## src/rtl/core/tcw_pkg.sv

```systemverilog
package tcw_pkg;

	localparam int TCW_COLUMNS = 80;
	localparam int TCW_ROWS    = 25;

	localparam int S_DATA_W = 24;
	localparam int M_DATA_W = 40;

	localparam logic [7:0]  NEWLINE_CODE     = 8'd10;
	localparam logic [7:0]  BACKSPACE_CODE   = 8'd8;
	localparam logic [7:0]  BLANK_CODE       = 8'd32;
	localparam logic [15:0] CLEAR_CELL       = 16'h0F20;
	localparam logic [7:0]  TEXT_COLOR_RESET = 8'd15;
	localparam logic [7:0]  GLYPH_RESET      = 8'd179;

	localparam logic REG_TEXT_COLOR      = 1'b0;
	localparam logic REG_BACKSPACE_GLYPH = 1'b1;

	typedef enum logic [3:0] {
		ST_CLEAR,
		ST_IDLE,
		ST_PUT,
		ST_READ,
		ST_READ_DATA,
		ST_BS_MARK,
		ST_BS_BLANK,
		ST_SCROLL,
		ST_SCROLL_TAIL,
		ST_BLANK,
		ST_DONE
	} tcw_state_t;

	typedef struct packed {
		logic [7:0] text_color;
		logic [7:0] backspace_glyph;
	} tcw_cfg_t;

	typedef struct packed {
		logic [15:0] cell_value;
		logic        did_scroll;
		logic [6:0]  cursor_column;
		logic [4:0]  cursor_line;
		logic [10:0] cursor_position;
	} tcw_result_t;

endpackage

```

## src/rtl/core/tcw_ctrl.sv

```systemverilog
module tcw_ctrl
	import tcw_pkg::*;
#(
	parameter int COLUMNS = TCW_COLUMNS,
	parameter int ROWS    = TCW_ROWS,
	parameter int AW      = $clog2(TCW_COLUMNS * TCW_ROWS)
) (
	input  logic          clk,
	input  logic          arst_n,
	input  logic          in_valid,
	output logic          in_ready,
	input  logic          in_mode,
	input  logic [7:0]    in_char,
	input  logic [10:0]   in_addr,
	input  tcw_cfg_t      cfg,
	input  logic          out_free,
	output logic          res_valid,
	output tcw_result_t   res,
	output logic          mem_we,
	output logic [AW-1:0] mem_waddr,
	output logic [15:0]   mem_wdata,
	output logic [AW-1:0] mem_raddr,
	input  logic [15:0]   mem_rdata
);

	localparam int CELLS = ROWS * COLUMNS;
	localparam int LW    = $clog2(ROWS);
	localparam int CW    = $clog2(COLUMNS);
	localparam int PW    = (AW > 11) ? AW : 11;
	localparam int LXW   = (LW > 5) ? LW : 5;

	localparam logic [AW-1:0] CELL_LAST   = AW'(CELLS - 1);
	localparam logic [AW-1:0] ROW_STEP    = AW'(COLUMNS);
	localparam logic [AW-1:0] COPY_LAST   = AW'((ROWS - 1) * COLUMNS - 1);
	localparam logic [AW-1:0] BLANK_FIRST = AW'((ROWS - 2) * COLUMNS);
	localparam logic [LW-1:0] LINE_STATUS = LW'(ROWS - 1);
	localparam logic [LW-1:0] LINE_LAST   = LW'(ROWS - 2);
	localparam logic [CW:0]   COL_END     = (CW + 1)'(COLUMNS);

	tcw_state_t    state_q, state_d;
	logic [AW-1:0] ptr_q, ptr_d;
	logic [AW-1:0] base_q, base_d;
	logic [LW-1:0] line_q, line_d;
	logic [CW-1:0] col_q, col_d;
	logic          scrolled_q, scrolled_d;
	logic          pend_q, pend_d;
	logic [AW-1:0] pend_addr_q, pend_addr_d;
	logic [7:0]    char_q, char_d;
	logic [10:0]   addr_q, addr_d;
	logic [15:0]   cell_q, cell_d;

	logic          bump;
	logic [AW-1:0] cell_addr;
	logic [CW:0]   col_inc;
	logic [LW-1:0] line_inc;
	logic [PW-1:0] addr_ext;
	logic [PW-1:0] pos_ext;
	logic [LXW-1:0] line_ext;

	// Shared address unit: row base plus column, optionally one cell further.
	assign cell_addr = base_q + AW'(col_q) + AW'(bump);
	assign col_inc   = {1'b0, col_q} + 1'b1;
	assign line_inc  = line_q + 1'b1;
	assign addr_ext  = PW'(addr_q);
	assign pos_ext   = PW'(cell_addr);
	assign line_ext  = LXW'(line_q);

	assign res.cursor_position = pos_ext[10:0];
	assign res.cursor_line     = line_ext[4:0];
	assign res.cursor_column   = 7'(col_q);
	assign res.did_scroll      = scrolled_q;
	assign res.cell_value      = cell_q;

	always_comb begin
		state_d     = state_q;
		ptr_d       = ptr_q;
		base_d      = base_q;
		line_d      = line_q;
		col_d       = col_q;
		scrolled_d  = scrolled_q;
		pend_d      = pend_q;
		pend_addr_d = pend_addr_q;
		char_d      = char_q;
		addr_d      = addr_q;
		cell_d      = cell_q;
		bump        = 1'b0;
		in_ready    = 1'b0;
		res_valid   = 1'b0;
		mem_we      = 1'b0;
		mem_waddr   = cell_addr;
		mem_wdata   = {cfg.text_color, BLANK_CODE};
		mem_raddr   = ptr_q;

		unique case (state_q)
			ST_CLEAR: begin
				mem_we    = 1'b1;
				mem_waddr = ptr_q;
				mem_wdata = CLEAR_CELL;
				ptr_d     = ptr_q + 1'b1;
				if (ptr_q == CELL_LAST) begin
					state_d = ST_IDLE;
				end
			end
			ST_IDLE: begin
				in_ready = 1'b1;
				if (in_valid) begin
					char_d     = in_char;
					addr_d     = in_addr;
					scrolled_d = 1'b0;
					cell_d     = '0;
					state_d    = in_mode ? ST_READ : ST_PUT;
				end
			end
			ST_READ: begin
				mem_raddr = addr_ext[AW-1:0];
				state_d   = ST_READ_DATA;
			end
			ST_READ_DATA: begin
				cell_d  = (addr_ext < PW'(CELLS)) ? mem_rdata : '0;
				state_d = ST_DONE;
			end
			ST_PUT: begin
				state_d = ST_DONE;
				case (char_q)
					NEWLINE_CODE: begin
						col_d  = '0;
						line_d = line_inc;
						base_d = base_q + ROW_STEP;
						if (line_inc == LINE_STATUS) begin
							ptr_d   = ROW_STEP;
							state_d = ST_SCROLL;
						end
					end
					BACKSPACE_CODE: begin
						if (col_q != '0) begin
							col_d   = col_q - 1'b1;
							state_d = ST_BS_MARK;
						end
					end
					default: begin
						mem_we    = 1'b1;
						mem_wdata = {cfg.text_color, char_q};
						if (col_inc == COL_END) begin
							col_d  = '0;
							line_d = line_inc;
							base_d = base_q + ROW_STEP;
							if (line_inc == LINE_STATUS) begin
								ptr_d   = ROW_STEP;
								state_d = ST_SCROLL;
							end
						end else begin
							col_d = col_inc[CW-1:0];
						end
					end
				endcase
			end
			ST_BS_MARK: begin
				mem_we    = 1'b1;
				mem_wdata = {cfg.text_color, cfg.backspace_glyph};
				state_d   = ST_BS_BLANK;
			end
			ST_BS_BLANK: begin
				bump    = 1'b1;
				mem_we  = 1'b1;
				state_d = ST_DONE;
			end
			ST_SCROLL: begin
				// read one row below, write the cell read last cycle one row up
				pend_d      = 1'b1;
				pend_addr_d = ptr_q - ROW_STEP;
				mem_we      = pend_q;
				mem_waddr   = pend_addr_q;
				mem_wdata   = mem_rdata;
				ptr_d       = ptr_q + 1'b1;
				if (ptr_q == COPY_LAST) begin
					state_d = ST_SCROLL_TAIL;
				end
			end
			ST_SCROLL_TAIL: begin
				mem_we    = 1'b1;
				mem_waddr = pend_addr_q;
				mem_wdata = mem_rdata;
				pend_d    = 1'b0;
				ptr_d     = BLANK_FIRST;
				state_d   = ST_BLANK;
			end
			ST_BLANK: begin
				mem_we    = 1'b1;
				mem_waddr = ptr_q;
				ptr_d     = ptr_q + 1'b1;
				if (ptr_q == COPY_LAST) begin
					line_d     = LINE_LAST;
					base_d     = BLANK_FIRST;
					col_d      = '0;
					scrolled_d = 1'b1;
					state_d    = ST_DONE;
				end
			end
			ST_DONE: begin
				if (out_free) begin
					res_valid = 1'b1;
					state_d   = ST_IDLE;
				end
			end
			default: begin
				state_d = ST_IDLE;
			end
		endcase
	end

	always_ff @(posedge clk or negedge arst_n) begin
		if (!arst_n) begin
			state_q <= ST_CLEAR;
		end else begin
			state_q <= state_d;
		end
	end

	always_ff @(posedge clk or negedge arst_n) begin
		if (!arst_n) begin
			ptr_q      <= '0;
			base_q     <= '0;
			line_q     <= '0;
			col_q      <= '0;
			scrolled_q <= 1'b0;
			pend_q     <= 1'b0;
		end else begin
			ptr_q      <= ptr_d;
			base_q     <= base_d;
			line_q     <= line_d;
			col_q      <= col_d;
			scrolled_q <= scrolled_d;
			pend_q     <= pend_d;
		end
	end

	always_ff @(posedge clk) begin
		pend_addr_q <= pend_addr_d;
		char_q      <= char_d;
		addr_q      <= addr_d;
		cell_q      <= cell_d;
	end

endmodule

```

## config.mk

```make
export PLATFORM = sky130hd
export DESIGN_NAME = tcw_ctrl
export DESIGN_NICKNAME = d
export VERILOG_FILES = /design/src/rtl/core/tcw_pkg.sv /design/src/rtl/core/tcw_ctrl.sv
export SDC_FILE = /design/constraint.sdc
export NUM_CORES = 1
export LEC_CHECK = 0
export ABC_AREA = 1
export BUFFER_PORTS_ARGS = -buffer_cell sky130_fd_sc_hd__buf_2
export CAP_MARGIN = 30
export CORE_MARGIN = 2
export CORE_UTILIZATION = 28
export CTS_BUF_LIST = sky130_fd_sc_hd__clkbuf_8
export CTS_CLUSTER_SIZE = 14
export DETAILED_ROUTE_END_ITERATION = 6
export PLACE_DENSITY = 0.53
export SYNTH_ARGS = -nofsm -noshare
export SYNTH_HDL_FRONTEND = slang
export SYNTH_SLANG_ARGS = --single-unit
export TNS_END_PERCENT = 100
```

## constraint.sdc

```tcl
create_clock -name clk -period 6.2 [get_ports clk]
set_input_delay 1.86 -clock clk [delete_from_list [all_inputs] [get_ports clk]]
set_output_delay 1.86 -clock clk [all_outputs]
set_load 0.05 [all_outputs]
```

==> results.md <==
- The final reports fail on design-rule violations.
- The sequential group share of total power is 23.5%.
- The number of hold violations in the final report is 0.
- The total standard cell area after synthesis is 5190 sq um.
- The startpoint identified for the worst register-to-register timing path is state_q[3]$_DFFE_PN0P_.
- The critical path crosses 10 cells after its start point.
- The initial antenna violation count is 0.
- The cell sitting at the root of the clock tree is a sky130_fd_sc_hd__clkbuf_8.
- The tree built by TritonCTS fans out to 82 sinks.
- The fraction of the cycle the final worst path needs is 81.4%.
- In this run the worst path has a maximum fanout of 13.
- Prior to clock tree synthesis, the placed netlist has a worst setup slack of 1.62 ns.
- The power density relative to cell area is 632 nW/um^2.
- Setup total negative slack on the finished layout was measured at 0 ns.
- The initial utilization of the core area, before any placement, comes to 28.7%.
- In the routed design, unresolved DRC markers number 3.
- Counting cells, the worst reg-to-reg path comes to 11.
- For the worst setup path, the data arrival time is 3.19 ns.
- The multi-input combinational cells in the finished layout cover a total of 2460 sq um.
- Counting along the longest clock path gives a buffer depth of 2.
- The clock skew after layout is 0.0189 ns.
- The setup slack of the critical path after layout is 1.15 ns.
- Once detail routing completed, the nets flagged for antenna violations numbered 0.
- The DRC marker count from the first detailed-route iteration is 325.
- The number of global-route vias before repair is 4565.
- The clock insertion delay at the later pin of the skew report is 0.38 ns.
- The buffers inserted during post-CTS setup optimization is 0.
- The number of max-cap violations is 0.
- The worst setup path is captured at a primary output.
- The detailed router placed 4791 vias in this run.
- Synthesis produced a netlist with a net count of 728.
- The family with the most delay on the worst path is simple AND/OR/NAND/NOR gates.
- The number of pins exceeding their max-slew limit in the final report is 0.
- The maximum cell stage delay along the critical path is 0.74 ns.
- The die covers 19600 sq um.
- The area growth from synthesis to layout is 22.2%.
- Yosys mapped a number of flops with a built-in enable equal to 46.
- The number of synthesized register bits is 82.
- The area of the core region is 18100 sq um.
- The detailed-placement wirelength estimate is 12.3 mm.
- TritonCTS built the clock tree.
- The floorplan has 49 rows.
- Synthesis produced 658 cells.
- In the routed layout, each cell is associated on average with a via count of 4.68.
- The total internal power is 1.67 mW.
- 137 I/O pins were placed.
- The critical path goes through inv_1 > nor2_2 > nand2_1 > inv_2 > nor2_1 > nand2_2 > inv_2 > nand2_1 > o211ai_1 > buf_2.
- The clock-pin slew reported for the worst setup and hold paths after clock tree synthesis is 0.08 ns.
- The routed wire length is 15.9 mm.
- For the worst setup path, the data required time is 4.34 ns.
- The endpoint of the lowest-slack register-to-register path is ptr_q[7]$_DFFE_PN0P_.
- The number of buffers and inverters on the critical path is 4.
- For this design the static power due to leakage is 3.08 nW.
- The average cell area after synthesis is 7.89 sq um.
- The global-route usage over all layers is 16.3%.
- The layout has 1930 filler cells.
- The cell with the biggest individual delay on the critical path is sky130_fd_sc_hd__nor2_1.
- Measured on the finished design, the core utilization comes to 35.1%.
- Setup violations remaining at the end of the flow were counted as 0.
- The maximum level of the CTS H-tree is 3.
- IR analysis of the VDD net gives a maximum drop of 0.304 mV.
- Entering global routing, the biggest net connects 37 pins.
- In this run the register-to-register setup slack is 3.40 ns.
- The transition at the pin with the smallest max-transition slack is 0.960 ns.
- The net count of the finished layout is 860.
- The maximum clock rate is 198 MHz.
- The worst max-slew margin expressed relative to the limit is 36.0%.
- The sequential cell area fraction in the yosys report is 44.0%.
- After synthesis, the share of flip-flops with an asynchronous set or reset is 43.9%.
- In this run the vertical extent of the chip is 140 um.
- The total overflow left after global routing is 0.
- The routed design could run at a clock period as short as 5.05 ns.
- The most used flip-flop cell after synthesis is sky130_fd_sc_hd__edfxtp_1.
- The flow ran to the end, but the final reports show violations.
- 0 antenna diodes ended up in the layout.
- The endpoint of the most critical setup path is mem_waddr[8].
- The die is 140 um wide.
- The first global-routing pass estimated 25.1 mm of wire.
- Dividing the detail-routed wire length by the instance count gives 15.6 um.
- The worst min-delay path category is reg2reg.
- The combinational share of power is 63.5%.
- The fraction of final layout cells with drive strength greater than 1 is 24.8%.
- The overall power of the completed layout is 4.01 mW.
- STA classifies the critical path startpoint as a flip-flop.
- The reported net switching power is 2.34 mW.
- The number of hold buffers added after CTS was 0.
- The sequential cell area is 2280 sq um.
- The number of CTS-inserted buffers is 9.
- The count of input and output buffers is 136.
- The count of cells resized by post-cts repair is 0.
- The number of warnings issued by yosys is 0.
- Net switching is 58.4% of the power.
- The detailed-routing iteration count for the pre-antenna-repair pass is 7.
- The routability congestion estimate from global placement is 0.876.
- Tracing the worst setup path back leads to its startpoint at state_q[3]$_DFFE_PN0P_.
- The number of different library cells used by synthesis comes to 43.
- The critical path is of the reg2out type.
- The clock network burns 13.0% of the power.
- Setup repair after global routing left no endpoint under its margin.
[worst min-delay path by stage]
| stage | start | end | slack (ns) | cells past startpoint |
|---|---|---|---|---|
| 4_1_cts | pend_q$_DFFE_PN0N_ | pend_q$_DFFE_PN0N_ | 0.49 | 2 |
| 3_5_place_dp | pend_q$_DFFE_PN0N_ | pend_q$_DFFE_PN0N_ | 0.47 | 2 |
| 6_report | pend_q$_DFFE_PN0N_ | pend_q$_DFFE_PN0N_ | 0.49 | 2 |
| 3_3_place_gp | pend_q$_DFFE_PN0N_ | pend_q$_DFFE_PN0N_ | 0.47 | 2 |
| 2_1_floorplan | pend_q$_DFFE_PN0N_ | pend_q$_DFFE_PN0N_ | 0.44 | 2 |
| 5_1_grt | base_q[10]$_DFFE_PN0P_ | base_q[10]$_DFFE_PN0P_ | 0.55 | 2 |
[worst reg2reg max path, delay by kind of cell, from the launching register on]
kind	cells	cell delay [ns]
flip-flops	1	0.41
buffers and inverters	3	0.55
AO/OA/AOI/OAI	1	0.10
AND/OR/NAND/NOR	7	1.69
[cells in the final DEF (no fill, tap or decap), drive strengths merged]
| cell | Yosys | final |
|---|---|---|
| nand2 | 183 | 183 |
| buf | 12 | 139 |
| inv | 89 | 90 |
| nor2 | 66 | 66 |
| nand3 | 52 | 52 |
| o21ai | 49 | 49 |
| edfxtp | 46 | 46 |
| dfrtp | 36 | 36 |
| nand4 | 25 | 25 |
| xor2 | 16 | 16 |
| o211ai | 15 | 15 |
| ha | 14 | 14 |
| a21oi | 14 | 14 |
| clkbuf | 6 | 9 |
| nor3 | 6 | 6 |
| clkinv | 3 | 4 |
| bufinv | 0 | 4 |
| o22ai | 4 | 4 |
| or2 | 3 | 3 |
| xnor2 | 3 | 3 |
| o221ai | 3 | 3 |
| a22oi | 3 | 3 |
| a31oi | 2 | 2 |
| o21bai | 2 | 2 |
| nor3b | 1 | 1 |
| o31ai | 1 | 1 |
| o2111ai | 1 | 1 |
| a21o | 1 | 1 |
| nand2b | 1 | 1 |
| a21boi | 1 | 1 |
| clkinvlp | 0 | 1 |
[per-stage QoR]
step                hold slack, ns  cells  instance area, sq um
detailed placement           0.467   1008                  6080
floorplan                    0.442    658                  5190
CTS                          0.487   1024                  6350
global placement             0.470   1007                  6070
global route                 0.552   1024                  6350
finish                       0.491   1024                  6350
[cells in the mapped netlist (2+ instances only)]
cell,n,area (sq um)
sky130_fd_sc_hd__clkinv_1,3,11.3
sky130_fd_sc_hd__o21ai_2,4,35.0
sky130_fd_sc_hd__o221ai_1,3,26.3
sky130_fd_sc_hd__clkbuf_1,6,22.5
sky130_fd_sc_hd__a21oi_2,3,26.3
sky130_fd_sc_hd__or2_2,3,18.8
sky130_fd_sc_hd__xor2_1,16,140
sky130_fd_sc_hd__edfxtp_1,46,1380
sky130_fd_sc_hd__xnor2_1,3,26.3
sky130_fd_sc_hd__o22ai_1,4,25.0
sky130_fd_sc_hd__buf_6,3,33.8
sky130_fd_sc_hd__ha_1,14,175
sky130_fd_sc_hd__buf_2,6,30.0
sky130_fd_sc_hd__nand4_1,25,156
sky130_fd_sc_hd__nor2_4,5,56.3
sky130_fd_sc_hd__o21ai_1,3,15.0
sky130_fd_sc_hd__nor2_2,7,43.8
sky130_fd_sc_hd__a31oi_1,2,12.5
sky130_fd_sc_hd__dfrtp_1,36,901
sky130_fd_sc_hd__a21oi_1,11,55.1
sky130_fd_sc_hd__nor3_1,6,30.0
sky130_fd_sc_hd__o21ai_0,42,210
sky130_fd_sc_hd__o211ai_1,15,113
sky130_fd_sc_hd__a22oi_1,3,22.5
sky130_fd_sc_hd__nand2_1,175,657
sky130_fd_sc_hd__nand3_2,4,40.0
sky130_fd_sc_hd__inv_1,83,312
sky130_fd_sc_hd__buf_4,2,15.0
sky130_fd_sc_hd__inv_2,6,22.5
sky130_fd_sc_hd__nand3_1,47,235
sky130_fd_sc_hd__nand2_2,7,43.8
sky130_fd_sc_hd__nor2_1,54,203
[per-layer routing]
| layer | wire length, um | GRT usage, % | part of all wire, % |
|---|---|---|---|
| met5 | 0 | 0 | 0 |
| met4 | 266 | 5.16 | 1.7 |
| met3 | 856 | 3.45 | 5.4 |
| met2 | 7120 | 24.7 | 45 |
| met1 | 7690 | 23.3 | 48 |
[area by class of cell]
cell class                      instances  share of cell area (%)
Multi-Input combinational cell        466                    38.8
Sequential cell                        82                    36.0
Timing Repair Buffer                  139                    11.1
Inverter                               92                    5.44
Tap cell                              229                    4.51
Clock inverter                          7                    2.21
Clock buffer                            9                    1.95
[power groups by stage]
stage / Clock, mW / Combinational, mW / Sequential, mW
finish: 0.520 / 2.55 / 0.943
global route: 0.558 / 2.76 / 0.969
CTS: 0.534 / 2.56 / 0.942
detailed placement: 0 / 2.56 / 0.953
global placement: 0 / 2.56 / 0.954
floorplan: 0 / 1.81 / 1.09
[registers in the layout (all words and copies together), names as in the netlist]
register	count
line_ext	5
base_q	7
ptr_q	11
pend_q	1
scrolled_q	1
char_q	8
col_q	7
cell_q	16
pend_addr_q	11
state_q	4
addr_ext	11
[cell families (layout without fill, tap and decap cells)]
family / count (synthesis) / count (layout) / synth area share, %
fa+ha+maj: 14 / 14 / 3.37
compound gates: 96 / 96 / 11.4
xor+xnor: 19 / 19 / 3.21
buf+inv: 110 / 247 / 8.68
flops: 82 / 82 / 44.0
simple gates: 337 / 337 / 29.4
Note: power is estimated with default switching activity, not from simulation.
